File: src/sv/lstm_cell_update_defines.svh
// ----------------------------------------------------------------------------
// lstm_cell_update_defines.svh
// Assertion macros shared by the LSTM cell update RTL.
// ----------------------------------------------------------------------------
`ifndef LSTM_CELL_UPDATE_DEFINES_SVH
`define LSTM_CELL_UPDATE_DEFINES_SVH

// Property that must hold at every clock edge outside reset.
`define LCU_ASSERT_ALWAYS(label, clk, rst_n, expr, msg) \
    label: assert property (@(posedge clk) disable iff (!rst_n) (expr)) \
        else $error(msg);

// Same-cycle implication.
`define LCU_ASSERT_IMPL(label, clk, rst_n, ante, cons, msg) \
    label: assert property (@(posedge clk) disable iff (!rst_n) (ante) |-> (cons)) \
        else $error(msg);

// Next-cycle implication.
`define LCU_ASSERT_NEXT(label, clk, rst_n, ante, cons, msg) \
    label: assert property (@(posedge clk) disable iff (!rst_n) (ante) |=> (cons)) \
        else $error(msg);

`endif

File: src/sv/lcu_pkg.sv
// ----------------------------------------------------------------------------
// lcu_pkg
// Widths, queue entry type, activation table and rounding helpers for the
// LSTM cell update block.
// ----------------------------------------------------------------------------
package lcu_pkg;

    localparam int DATA_W            = 16;
    localparam int FRAC_BITS         = 12;
    localparam int ACT_TABLE_ENTRIES = 256;

    localparam int ONE        = 1 << FRAC_BITS;
    localparam int HALF       = 1 << (FRAC_BITS - 1);
    localparam int TAB_W      = FRAC_BITS + 1;
    localparam int IDX_W      = $clog2(ACT_TABLE_ENTRIES);
    localparam int ACT_W      = TAB_W + 1;
    localparam int SHIFT_TANH = DATA_W - 1;
    localparam int SHIFT_SIGM = DATA_W;
    localparam int FRAC_W     = SHIFT_SIGM;
    localparam int P_W        = DATA_W + $clog2(ACT_TABLE_ENTRIES) + 1;
    localparam int PROD_W     = ACT_W + FRAC_W + 1;
    localparam int MUL_W      = ACT_W + DATA_W;
    localparam int SUM_W      = MUL_W + 1;

    localparam int Q_DEPTH = 4;
    localparam int Q_PTR_W = $clog2(Q_DEPTH);
    localparam int Q_CNT_W = Q_PTR_W + 1;

    // Registered steps in the back end before the output register.
    localparam int BACK_STAGES = 9;
    localparam int GATE_STAGE  = 2;
    localparam int TANH_STAGE  = 7;

    localparam logic signed [ACT_W-1:0] ACT_ONE = ACT_W'(ONE);

    typedef struct packed {
        logic signed [DATA_W-1:0] gate_i;
        logic signed [DATA_W-1:0] gate_o;
        logic signed [DATA_W-1:0] gate_f;
        logic signed [DATA_W-1:0] gate_g;
        logic signed [DATA_W-1:0] cell_prev;
    } lcu_entry_t;

    typedef logic [TAB_W-1:0] tab_t [ACT_TABLE_ENTRIES];

    // One tanh table entry, built in Q30 integer arithmetic: a truncated
    // series for e^-z, twelve squarings, then a rounded long division.
    function automatic logic [TAB_W-1:0] tanh_entry(input int unsigned k);
        logic [63:0] one_q;
        logic [63:0] z;
        logic [63:0] t;
        logic [63:0] pos;
        logic [63:0] neg;
        logic [63:0] v;
        logic [63:0] num;
        logic [63:0] den;
        logic [63:0] rem;
        logic [63:0] quo;
        int i;
        one_q = 64'd1 << 30;
        z = ((64'(k) << (34 - FRAC_BITS)) + 64'(ACT_TABLE_ENTRIES / 2))
            / 64'(ACT_TABLE_ENTRIES);
        pos = one_q;
        neg = 64'd0;
        t = one_q;
        t = (t * z) >> 30;
        neg = neg + t;
        t = ((t * z) >> 30) / 2;
        pos = pos + t;
        t = ((t * z) >> 30) / 3;
        neg = neg + t;
        t = ((t * z) >> 30) / 4;
        pos = pos + t;
        t = ((t * z) >> 30) / 5;
        neg = neg + t;
        t = ((t * z) >> 30) / 6;
        pos = pos + t;
        v = (pos > neg) ? (pos - neg) : 64'd0;
        for (i = 0; i < 12; i++)
        begin
            v = (v * v + (64'd1 << 29)) >> 30;
        end
        den = one_q + v;
        num = ((one_q - v) << FRAC_BITS) + (den >> 1);
        rem = 64'd0;
        quo = 64'd0;
        for (i = 47; i >= 0; i--)
        begin
            rem = (rem << 1) | 64'(num[i]);
            if (rem >= den)
            begin
                rem = rem - den;
                quo[i] = 1'b1;
            end
        end
        return quo[TAB_W-1:0];
    endfunction

    function automatic tab_t build_tab();
        tab_t tab;
        int k;
        for (k = 0; k < ACT_TABLE_ENTRIES; k++)
        begin
            tab[k] = tanh_entry(k);
        end
        return tab;
    endfunction

    localparam tab_t             TANH_TAB = build_tab();
    localparam logic [TAB_W-1:0] TANH_TOP = tanh_entry(ACT_TABLE_ENTRIES);

    // Add two Q values, clamp to the 16-bit range.
    function automatic logic signed [DATA_W-1:0] sat_add(
        input logic signed [DATA_W-1:0] a,
        input logic signed [DATA_W-1:0] b
    );
        logic signed [DATA_W:0] s;
        s = $signed({a[DATA_W-1], a}) + $signed({b[DATA_W-1], b});
        if (s[DATA_W] != s[DATA_W-1])
        begin
            return s[DATA_W] ? {1'b1, {(DATA_W-1){1'b0}}} : {1'b0, {(DATA_W-1){1'b1}}};
        end
        return s[DATA_W-1:0];
    endfunction

    // Round half up by FRAC_BITS, then clamp to the 16-bit range.
    function automatic logic signed [DATA_W-1:0] round_sat(
        input logic signed [SUM_W-1:0] v
    );
        logic signed [SUM_W:0] r;
        logic signed [SUM_W:0] sh;
        r = $signed({v[SUM_W-1], v}) + $signed((SUM_W+1)'(HALF));
        sh = r >>> FRAC_BITS;
        if (sh[SUM_W:DATA_W-1] != {(SUM_W-DATA_W+2){sh[SUM_W]}})
        begin
            return sh[SUM_W] ? {1'b1, {(DATA_W-1){1'b0}}} : {1'b0, {(DATA_W-1){1'b1}}};
        end
        return sh[DATA_W-1:0];
    endfunction

endpackage

File: src/sv/lcu_front.sv
// ----------------------------------------------------------------------------
// lcu_front
// Accepts requests, forms the saturated gate sums and holds them in a short
// queue for the back end.
// ----------------------------------------------------------------------------
`include "lstm_cell_update_defines.svh"

module lcu_front (
    input  logic                                clk,
    input  logic                                rst_n,
    input  logic                                in_valid,
    output logic                                in_ready,
    input  logic signed [lcu_pkg::DATA_W-1:0]   pre_input_gate,
    input  logic signed [lcu_pkg::DATA_W-1:0]   pre_output_gate,
    input  logic signed [lcu_pkg::DATA_W-1:0]   pre_forget_gate,
    input  logic signed [lcu_pkg::DATA_W-1:0]   pre_candidate,
    input  logic signed [lcu_pkg::DATA_W-1:0]   bias_input_gate,
    input  logic signed [lcu_pkg::DATA_W-1:0]   bias_output_gate,
    input  logic signed [lcu_pkg::DATA_W-1:0]   bias_forget_gate,
    input  logic signed [lcu_pkg::DATA_W-1:0]   bias_candidate,
    input  logic signed [lcu_pkg::DATA_W-1:0]   cell_prev,
    output logic                                q_valid,
    output lcu_pkg::lcu_entry_t                 q_head,
    input  logic                                pop
);

    lcu_pkg::lcu_entry_t             mem_reg [lcu_pkg::Q_DEPTH];
    lcu_pkg::lcu_entry_t             entry;
    logic [lcu_pkg::Q_PTR_W-1:0]     wr_ptr_reg;
    logic [lcu_pkg::Q_PTR_W-1:0]     wr_ptr_next;
    logic [lcu_pkg::Q_PTR_W-1:0]     rd_ptr_reg;
    logic [lcu_pkg::Q_PTR_W-1:0]     rd_ptr_next;
    logic [lcu_pkg::Q_CNT_W-1:0]     count_reg;
    logic [lcu_pkg::Q_CNT_W-1:0]     count_next;
    logic                            push;

    always_comb
    begin
        entry.gate_i    = lcu_pkg::sat_add(pre_input_gate, bias_input_gate);
        entry.gate_o    = lcu_pkg::sat_add(pre_output_gate, bias_output_gate);
        entry.gate_f    = lcu_pkg::sat_add(pre_forget_gate, bias_forget_gate);
        entry.gate_g    = lcu_pkg::sat_add(pre_candidate, bias_candidate);
        entry.cell_prev = cell_prev;
    end

    assign in_ready = (count_reg != lcu_pkg::Q_CNT_W'(lcu_pkg::Q_DEPTH));
    assign push     = in_valid && in_ready;
    assign q_valid  = (count_reg != '0);
    assign q_head   = mem_reg[rd_ptr_reg];

    always_comb
    begin
        wr_ptr_next = wr_ptr_reg;
        rd_ptr_next = rd_ptr_reg;
        count_next  = count_reg;
        if (push)
        begin
            wr_ptr_next = wr_ptr_reg + 1'b1;
        end
        if (pop)
        begin
            rd_ptr_next = rd_ptr_reg + 1'b1;
        end
        if (push && !pop)
        begin
            count_next = count_reg + 1'b1;
        end
        else if (pop && !push)
        begin
            count_next = count_reg - 1'b1;
        end
    end

    always_ff @(posedge clk or negedge rst_n)
    begin
        if (!rst_n)
        begin
            wr_ptr_reg <= '0;
            rd_ptr_reg <= '0;
            count_reg  <= '0;
        end
        else
        begin
            wr_ptr_reg <= wr_ptr_next;
            rd_ptr_reg <= rd_ptr_next;
            count_reg  <= count_next;
        end
    end

    always_ff @(posedge clk)
    begin
        if (push)
        begin
            mem_reg[wr_ptr_reg] <= entry;
        end
    end

    `LCU_ASSERT_ALWAYS(a_q_count_max, clk, rst_n, count_reg <= lcu_pkg::Q_CNT_W'(lcu_pkg::Q_DEPTH), "queue count above depth")
    `LCU_ASSERT_IMPL(a_q_pop_nonempty, clk, rst_n, pop, count_reg != '0, "pop from empty queue")
    `LCU_ASSERT_NEXT(a_q_push_count, clk, rst_n, push && !pop, count_reg == $past(count_reg) + 1'b1, "queue count did not grow on push")

endmodule

File: config.mk
export PLATFORM = sky130hd
export DESIGN_NAME = lcu_front
export DESIGN_NICKNAME = d
export VERILOG_FILES = /design/src/sv/lcu_pkg.sv /design/src/sv/lcu_front.sv
export VERILOG_INCLUDE_DIRS = /design/src /design/src/sv
export SDC_FILE = /design/constraint.sdc
export NUM_CORES = 1
export LEC_CHECK = 0
export BUFFER_PORTS_ARGS = -buffer_cell sky130_fd_sc_hd__buf_2
export CAP_MARGIN = 25
export CORE_MARGIN = 2
export CORE_UTILIZATION = 56
export CTS_CLUSTER_DIAMETER = 30
export DETAILED_ROUTE_END_ITERATION = 10
export PLACE_DENSITY = 0.78
export SLEW_MARGIN = 15
export SYNTH_ARGS = -nofsm -noshare
export SYNTH_HDL_FRONTEND = slang
export SYNTH_SLANG_ARGS = --single-unit
File: constraint.sdc
create_clock -name clk -period 4.9 [get_ports clk]
set_input_delay 0.49 -clock clk [delete_from_list [all_inputs] [get_ports clk]]
set_output_delay 0.49 -clock clk [all_outputs]
set_load 0.02 [all_outputs]
### After elaboration in Yosys (flattened, before gate mapping)

Memories as Yosys holds them, arrays and structs flattened.
Index checks and enable logic that the tools add are counted.

* register bits: 7
* bits in writable memories: 320
* output and inout bits: 82
* logic and storage cells: 44
* memories kept: 1
* input bits: 148

* eq/ne operators: 5
* muxes and demuxes: 20
* reductions and logical operators: 7
* add/subtract/negate cells: 8

Memories
* mem_reg: words 4, width 80, read ports 1, clocked after Yosys merged registers in 0, write ports 1, line lcu_front.sv:27 `lcu_pkg::lcu_entry_t mem_reg [lcu_pkg::Q_DEPTH];`

Operators with widths (number)
* 2-to-1 mux 16 bit: 12
* adder 16 x 16 -> 17 bit: 4
* 2-to-1 mux 1 bit: 6
* 2-to-1 mux 3 bit: 2
* adder 2 x 1 -> 2 bit (second input constant): 2
* inequality test 1 bit: 4
* adder 3 x 1 -> 3 bit (second input constant): 1
* logical AND 1 bit: 3
* inequality test 3 bit (second input constant): 1
* nonzero test 3 bit: 1
* subtractor 3 x 1 -> 3 bit (second input constant): 1
* zero test 1 bit: 2
* nonzero test 2 bit: 1

### Logic depth before layout (Yosys ltp)

Gate-level depths: netlist (run 1).

* word-level depth: 6
* depth in mapped cells: 12
* mapped depth without buffers: 11

### Worst setup path before layout (run 1)

OpenSTA, ideal clock, no wires.

* path kind: input-to-reg
* from: in pre_forget_gate[0] in the netlist's numbering
* to: mem mem_reg[0][44] in the netlist's numbering, data pin
* path slack: 1.732 ns
* buffers on the path: 1
* arrival: 2.949 ns
* library setup time: 0.219 ns
* required time: 4.681 ns
* stages: 12
* cell sequence: ha_1 inv_1 fa_1 nor2b_1 o31a_1 o21ai_0 a211oi_1 o2111ai_1 a32oi_1 nor2_1 clkbuf_1 o31ai_1

RTL lines
* from (decl): line lcu_front.sv:15 `input logic signed [lcu_pkg::DATA_W-1:0] pre_forget_gate,`
* to (decl): line lcu_front.sv:27

==> reports/qor.yml, run 1 <==
rsz0062_at_grt: "false"
slew_viol_final: 0
synth_top_cell_area_share_pct: 61.68
drc: 0
grt_max_degree: 67
setup_viol: 0
hp-class: "primary input to flip-flop"
min_path_cells: 2
largest_reg_flops: 320
tns_ns: 0
slowest_stage: "a32oi_1"
h-tree-depth: 2
antenna_found_initial: 3
layout-drive-gt1-share_pct: 32.58
startpoint_type: "primary input"
synth.ff_latch_count: 327
synthFlopType: "edfxtp_1"
vias: 9635
hold_end: "rd_ptr_reg[0]"
cts_setup_buffers: 0
grt_usage_pct: 22.24
clock_latency_ns: 0.56
relSlewSlack_pct: 31.69
yosysTopAreaCell: "edfxtp_1"
skew_ns: 0.02696
synth.distinct_cells: 63
period_needed_ns: 3.327
die-area_mm2: 0.02917
powerDensity_mw_per_mm2: 599.0
synth_cells: 989
worst_r2r_path_depth: 4
route.met3.wl_um: 1948
met2_length_um: 15700
ys_seq_area_share_pct: 62.81
wl_um: 31790
grt_pass1_vias: 9646
cts_tree: "yes"
grt-ovfl-total: 0
dr.pass1.iters: 4
path_max_fanout: 11
vias_per_cell: 5.787
synth_edf_count: 320
worstSetupPathType: "primary input to flip-flop"
postCtsHoldBufs: 1
finalHoldWorstSlack_ns: 0.1494
yosysWarnings: 0
fin_nets: 1466
cap_violations: 0
yosysMostFrequentCell: "edfxtp_1"
syn_nets: 1211
top_layer: "met5"
status: "complete, no violations"
finalCritPeriodShare_pct: 67.89
path_clk_slew_ns: 0.05
rows: 61
numCtsBuffers: 51
max_clock_freq_mhz: 300.6
coreArea_mm2: 0.02755
m1WireLength_um: 13500
timing.rr.start: "wr_ptr_reg[0]"
hold_viol_final: 0
synth.area.top_cells: "edfxtp_1 (62%), mux4_2 (12%), ha_1 (5.5%)"
initialDrtViolationCount: 590
synthArstFlopShare_pct: 2.141
root_buffer: "clkbuf_16"
die_w_um: 170.8
crit_chain: "buf_2 -> ha_1 -> inv_1 -> fa_1 -> nor2b_1 -> o31a_1 -> o21ai_0 -> a211oi_1 -> o2111ai_1 -> a32oi_1 -> nor2_1 -> o21ai_0"
clockBufferDepth: 3
tightestPinTransition_ns: 1.025
wl_per_cell_um: 19.09
cp-end-kind: "flip-flop"
irDropWorstVdd_mv: 0.3289
cts.sinks: 327
syn2layout_area_growth_pct: 21.98
gp_congestion: 0.8867
leakage_nw: 7.039
cts.repair.resized: 0
rrSetupSlack_ns: 2.51
hpwl_um: 20400
hp-start: "pop"
cp.required_ns: 5.18
crit_arrival_ns: 3.60
pin_count: 230
grt_pass1_wl_um: 50470
syn_avg_cell_area_um2: 15.75
r2r-end: "mem_reg[2][46]"
yosys-top-cells-count: "edfxtp_1 (320), mux4_2 (80), ha_1 (69), a21oi_1 (61), o21ai_0 (49)"
port_buffers: 229
start_util_pct: 56.54
die_h_um: 170.8
synth_area_mm2: 0.01558
cp_common_cell: "o21ai_0"
max_stage_delay_ns: 0.51
ant_nets: 0
## kinds of logic (layout without fill, tap and decap cells)
group	Yosys count	count (layout)	share of synthesized area, %
buf+inv	73	370	1.815
fa+ha+maj	84	84	6.843
simple gates	154	154	4.690
mux	87	87	12.04
compound gates	212	212	8.883
other cells	0	1	0
flops	327	327	62.81
xor+xnor	52	52	2.923
## report_power, final
| part | switching (W) | internal (W) |
|---|---|---|
| registers | 0.000364 | 0.00390 |
| clock network | 0.00127 | 0.00243 |
| logic | 0.00200 | 0.00142 |
## final cells by class
cell class / count / area (um^2)
diodes: 1 / 2.502
clock buffers: 58 / 1324
fillers: 1842 / 8549
multi-input cells: 589 / 5532
clock inverters: 37 / 471.7
well taps: 378 / 473.0
repair buffers: 239 / 1274
flip-flops and latches: 327 / 9792
inverters: 36 / 135.1
## per-layer routing
| layer | GRT usage [%] | vias to the layer above |
|---|---|---|
| li1 | - | 4505 |
| met1 | 29.29 | 4752 |
| met2 | 37.58 | 325 |
| met3 | 4.557 | 49 |
| met4 | 6.763 | 4 |
| met5 | 0 | - |
## critical path: cells and delay by family
kind                       cells  cell delay [ns]
AOI/OAI and AO/OA              6             1.90
adders and majority gates      2             0.58
and+or+nand+nor                2             0.48
buffers and inverters          2             0.15
## placed cells by master, fill, tap and decap left out, types with 9 or more instances in the layout
cell type  count
clkbuf_16     52
buf_2        230
o21ai_0       49
nand2b_1       9
inv_1         36
a211oi_1       9
ha_1          69
a21oi_1       61
o21a_1         9
mux4_2        80
nand2_1       41
edfxtp_1     320
xor2_1        26
nand3_1       15
xnor2_1       26
a21o_1        14
bufinv_16      9
nor2_1        37
nor3_1        19
## through the flow
step,setup WS [ns],util [%],power (W),cell area (um^2),instances
floorplan,1.732,-,0.006608,15580,989
global placement,1.091,62.19,0.007654,17140,1565
detailed placement,1.007,62.19,0.007743,17140,1565
CTS,1.549,68.74,0.01148,18940,1661
global route,1.184,68.97,0.01191,19000,1665
finish,1.573,68.97,0.01138,19000,1665
## worst max path at each step
stage | slack (ns) | to | depth (start not counted) | startpoint
detailed placement | 1.01 | mem_reg[2][49] | 12 | pre_output_gate[0]
global placement | 1.09 | mem_reg[0][72] | 10 | pre_input_gate[1]
floorplan | 1.73 | mem_reg[0][44] | 12 | pre_forget_gate[0]
CTS | 1.55 | q_head[30] | 3 | rd_ptr_reg[0]
global route | 1.18 | mem_reg[2][36] | 12 | pre_forget_gate[0]
finish | 1.57 | mem_reg[1][37] | 12 | pre_forget_gate[0]
Note: power is estimated with default switching activity, not from simulation.
==> inputs of run 2 (changes only) <==
clock period = 3.28 ns   (was 4.9 ns; I/O delays follow)
==> reports/qor.yml, run 2 (synthesized netlist as in run 1, its figures left out) <==
numCtsBuffers: 59  # +16%
cap_violations: 0  # unchanged
hp-class: "primary input to flip-flop"
cp-end-kind: "flip-flop"
pin_count: 230  # unchanged
rows: 61  # unchanged
vias_per_cell: 5.737  # -0.86%
die_h_um: 170.8  # unchanged
grt_pass1_wl_um: 52070  # +3.2%
crit_chain: "buf_2 -> ha_1 -> inv_1 -> fa_1 -> nor2b_1 -> o31a_1 -> o21ai_0 -> a211oi_1 -> o2111ai_1 -> a32oi_1 -> nor2_1 -> o21ai_0"
cp_common_cell: "o21ai_0"
period_needed_ns: 2.874
crit_arrival_ns: 3.14  # -0.46 ns
cts.sinks: 327  # unchanged
layout-drive-gt1-share_pct: 34.65  # +2.1 points
max_clock_freq_mhz: 348.0
irDropWorstVdd_mv: 0.5448  # +66%
leakage_nw: 7.359  # +4.5%
worst_r2r_path_depth: 9  # +5
antenna_found_initial: 1  # -2
start_util_pct: 56.54  # unchanged
setup_viol: 0  # unchanged
status: "complete, no violations"
cts.repair.resized: 0  # unchanged
slew_viol_final: 0  # unchanged
grt_max_degree: 81  # +21%
finalCritPeriodShare_pct: 87.62
coreArea_mm2: 0.02755  # unchanged
placed_cell_area_mm2: 0.01750  # +2.1%
grt-ovfl-total: 0  # unchanged
h-tree-depth: 2  # unchanged
path_max_fanout: 11  # unchanged
startpoint_type: "primary input"
min_path_cells: 1  # -1
max_stage_delay_ns: 0.49  # -0.02 ns
drc: 0  # unchanged
vias: 9891  # +2.7%
cp.required_ns: 3.55  # -1.63 ns
skew_ns: 0.01870  # -0.008258 ns
ant_nets: 0  # unchanged
cts_setup_buffers: 0  # unchanged
postLayoutCellArea_mm2: 0.01962  # +3.2%
dp_slack_ns: -0.1122  # -1.120 ns
final_common_cell: "edfxtp_1"
syn2layout_area_growth_pct: 25.94
clock_latency_ns: 0.55  # about the same
initialDrtViolationCount: 632  # +7.1%
hold_viol_final: 0  # unchanged
dr.pass1.iters: 5  # +1
path_clk_slew_ns: 0.05  # about the same
clockBufferDepth: 3  # unchanged
relSlewSlack_pct: 57.66  # +26 points
root_buffer: "clkbuf_16"
tightestPinTransition_ns: 0.6327  # -0.3919 ns
die_w_um: 170.8  # unchanged
die-area_mm2: 0.02917  # unchanged
fill_cells: 1795  # -2.6%
final_cell_mix: "edfxtp_1 (320), buf_2 (229), mux4_2 (80)"
powerDensity_mw_per_mm2: 897.6  # +50%
hpwl_um: 21480  # +5.3%
fin_nets: 1522  # +3.8%
cts_tree: "yes"
port_buffers: 229  # unchanged
grt_pass1_vias: 10062  # +4.3%
largest_reg_flops: 320  # unchanged
rsz0062_at_grt: "false"
fin_ws_ns: 0.4060  # -1.167 ns
grt_usage_pct: 22.91  # +0.67 points
wl_um: 32950  # +3.6%
worstSetupPathType: "primary input to flip-flop"
slowest_stage: "o21ai_0"
wl_per_cell_um: 19.11  # about the same
gp_congestion: 0.8751  # -1.3%
==> run 2: cell count changes in the layout (fill, tap and decap cells not counted) <==
cell / change
buf_16: -2
clkbuf_16: +8
dlygate4sd3_1: +13
buf_4: +32
clkinvlp_4: +2
clkbuf_1: -1
bufinv_16: -2
buf_12: +6
inv_6: +4
buf_2: -1
==> run 2: worst paths after layout <==
kind | start | end | slack [ns]
setup reg to reg | count_reg[0] | count_reg[2] | 1.17
min in group asynchronous | rst_n | count_reg[1] | 0.13
max in group asynchronous | rst_n | rd_ptr_reg[1] | 2.97
setup / recovery | pre_forget_gate[0] | mem_reg[0][37] | 0.41
hold / removal | cell_prev[9] | mem_reg[1][9] | 0.02
hold reg to reg | count_reg[2] | count_reg[2] | 0.49
==> run 2: worst max-delay path: cells and delay by family <==
family,cells,cell delay [ns]
adders and majority gates,2,0.59
AOI/OAI and AO/OA,6,1.64
buffers and inverters,2,0.15
and+or+nand+nor,2,0.44
==> run 2: repair_timing <==
action	CTS	global route
setup endpoints to repair	0	0
endpoints found under the hold margin	55	0
hold buffers	14	0
==> run 2: layer usage <==
layer | global-route usage [%] | share of wire (%) | wire length (um) | vias up
met1 | 28.95 | 40 | 13040 | 4858
met3 | 4.210 | 6.5 | 2145 | 57
met4 | 6.912 | 2.1 | 692 | 0
li1 | - | - | - | 4622
met5 | 0 | 0 | 0 | -
met2 | 40.45 | 52 | 17080 | 354
==> run 2: where the power goes <==
part           switching, W  internal [W]
Clock               0.00203       0.00391
Combinational       0.00323       0.00226
Sequential         0.000360       0.00583
Total               0.00562        0.0120
==> run 2: layout make-up <==
type	count	area [um^2]	area share, %
tap	378	473.0	2.411
clock inverter	41	461.7	2.353
multi-input combinational	589	5532	28.19
inverter	36	135.1	0.6887
sequential	327	9792	49.91
timing repair buffer	287	1704	8.686
clock buffer	65	1520	7.748
antenna	1	2.502	0.01275
==> run 2: stage by stage <==
stage	utilization, %	hold slack, ns	total power (W)	setup TNS (ns)	cells
finish	71.21	0.02156	0.01761	0	1724
global route	71.21	0.003554	0.01841	0	1724
CTS	71.20	0.002957	0.01779	0	1723
detailed placement	63.50	0.1676	0.01176	-1.393	1603
global placement	63.50	0.1679	0.01163	-0.09010	1603
floorplan	-	0.03241	0.009872	0	989
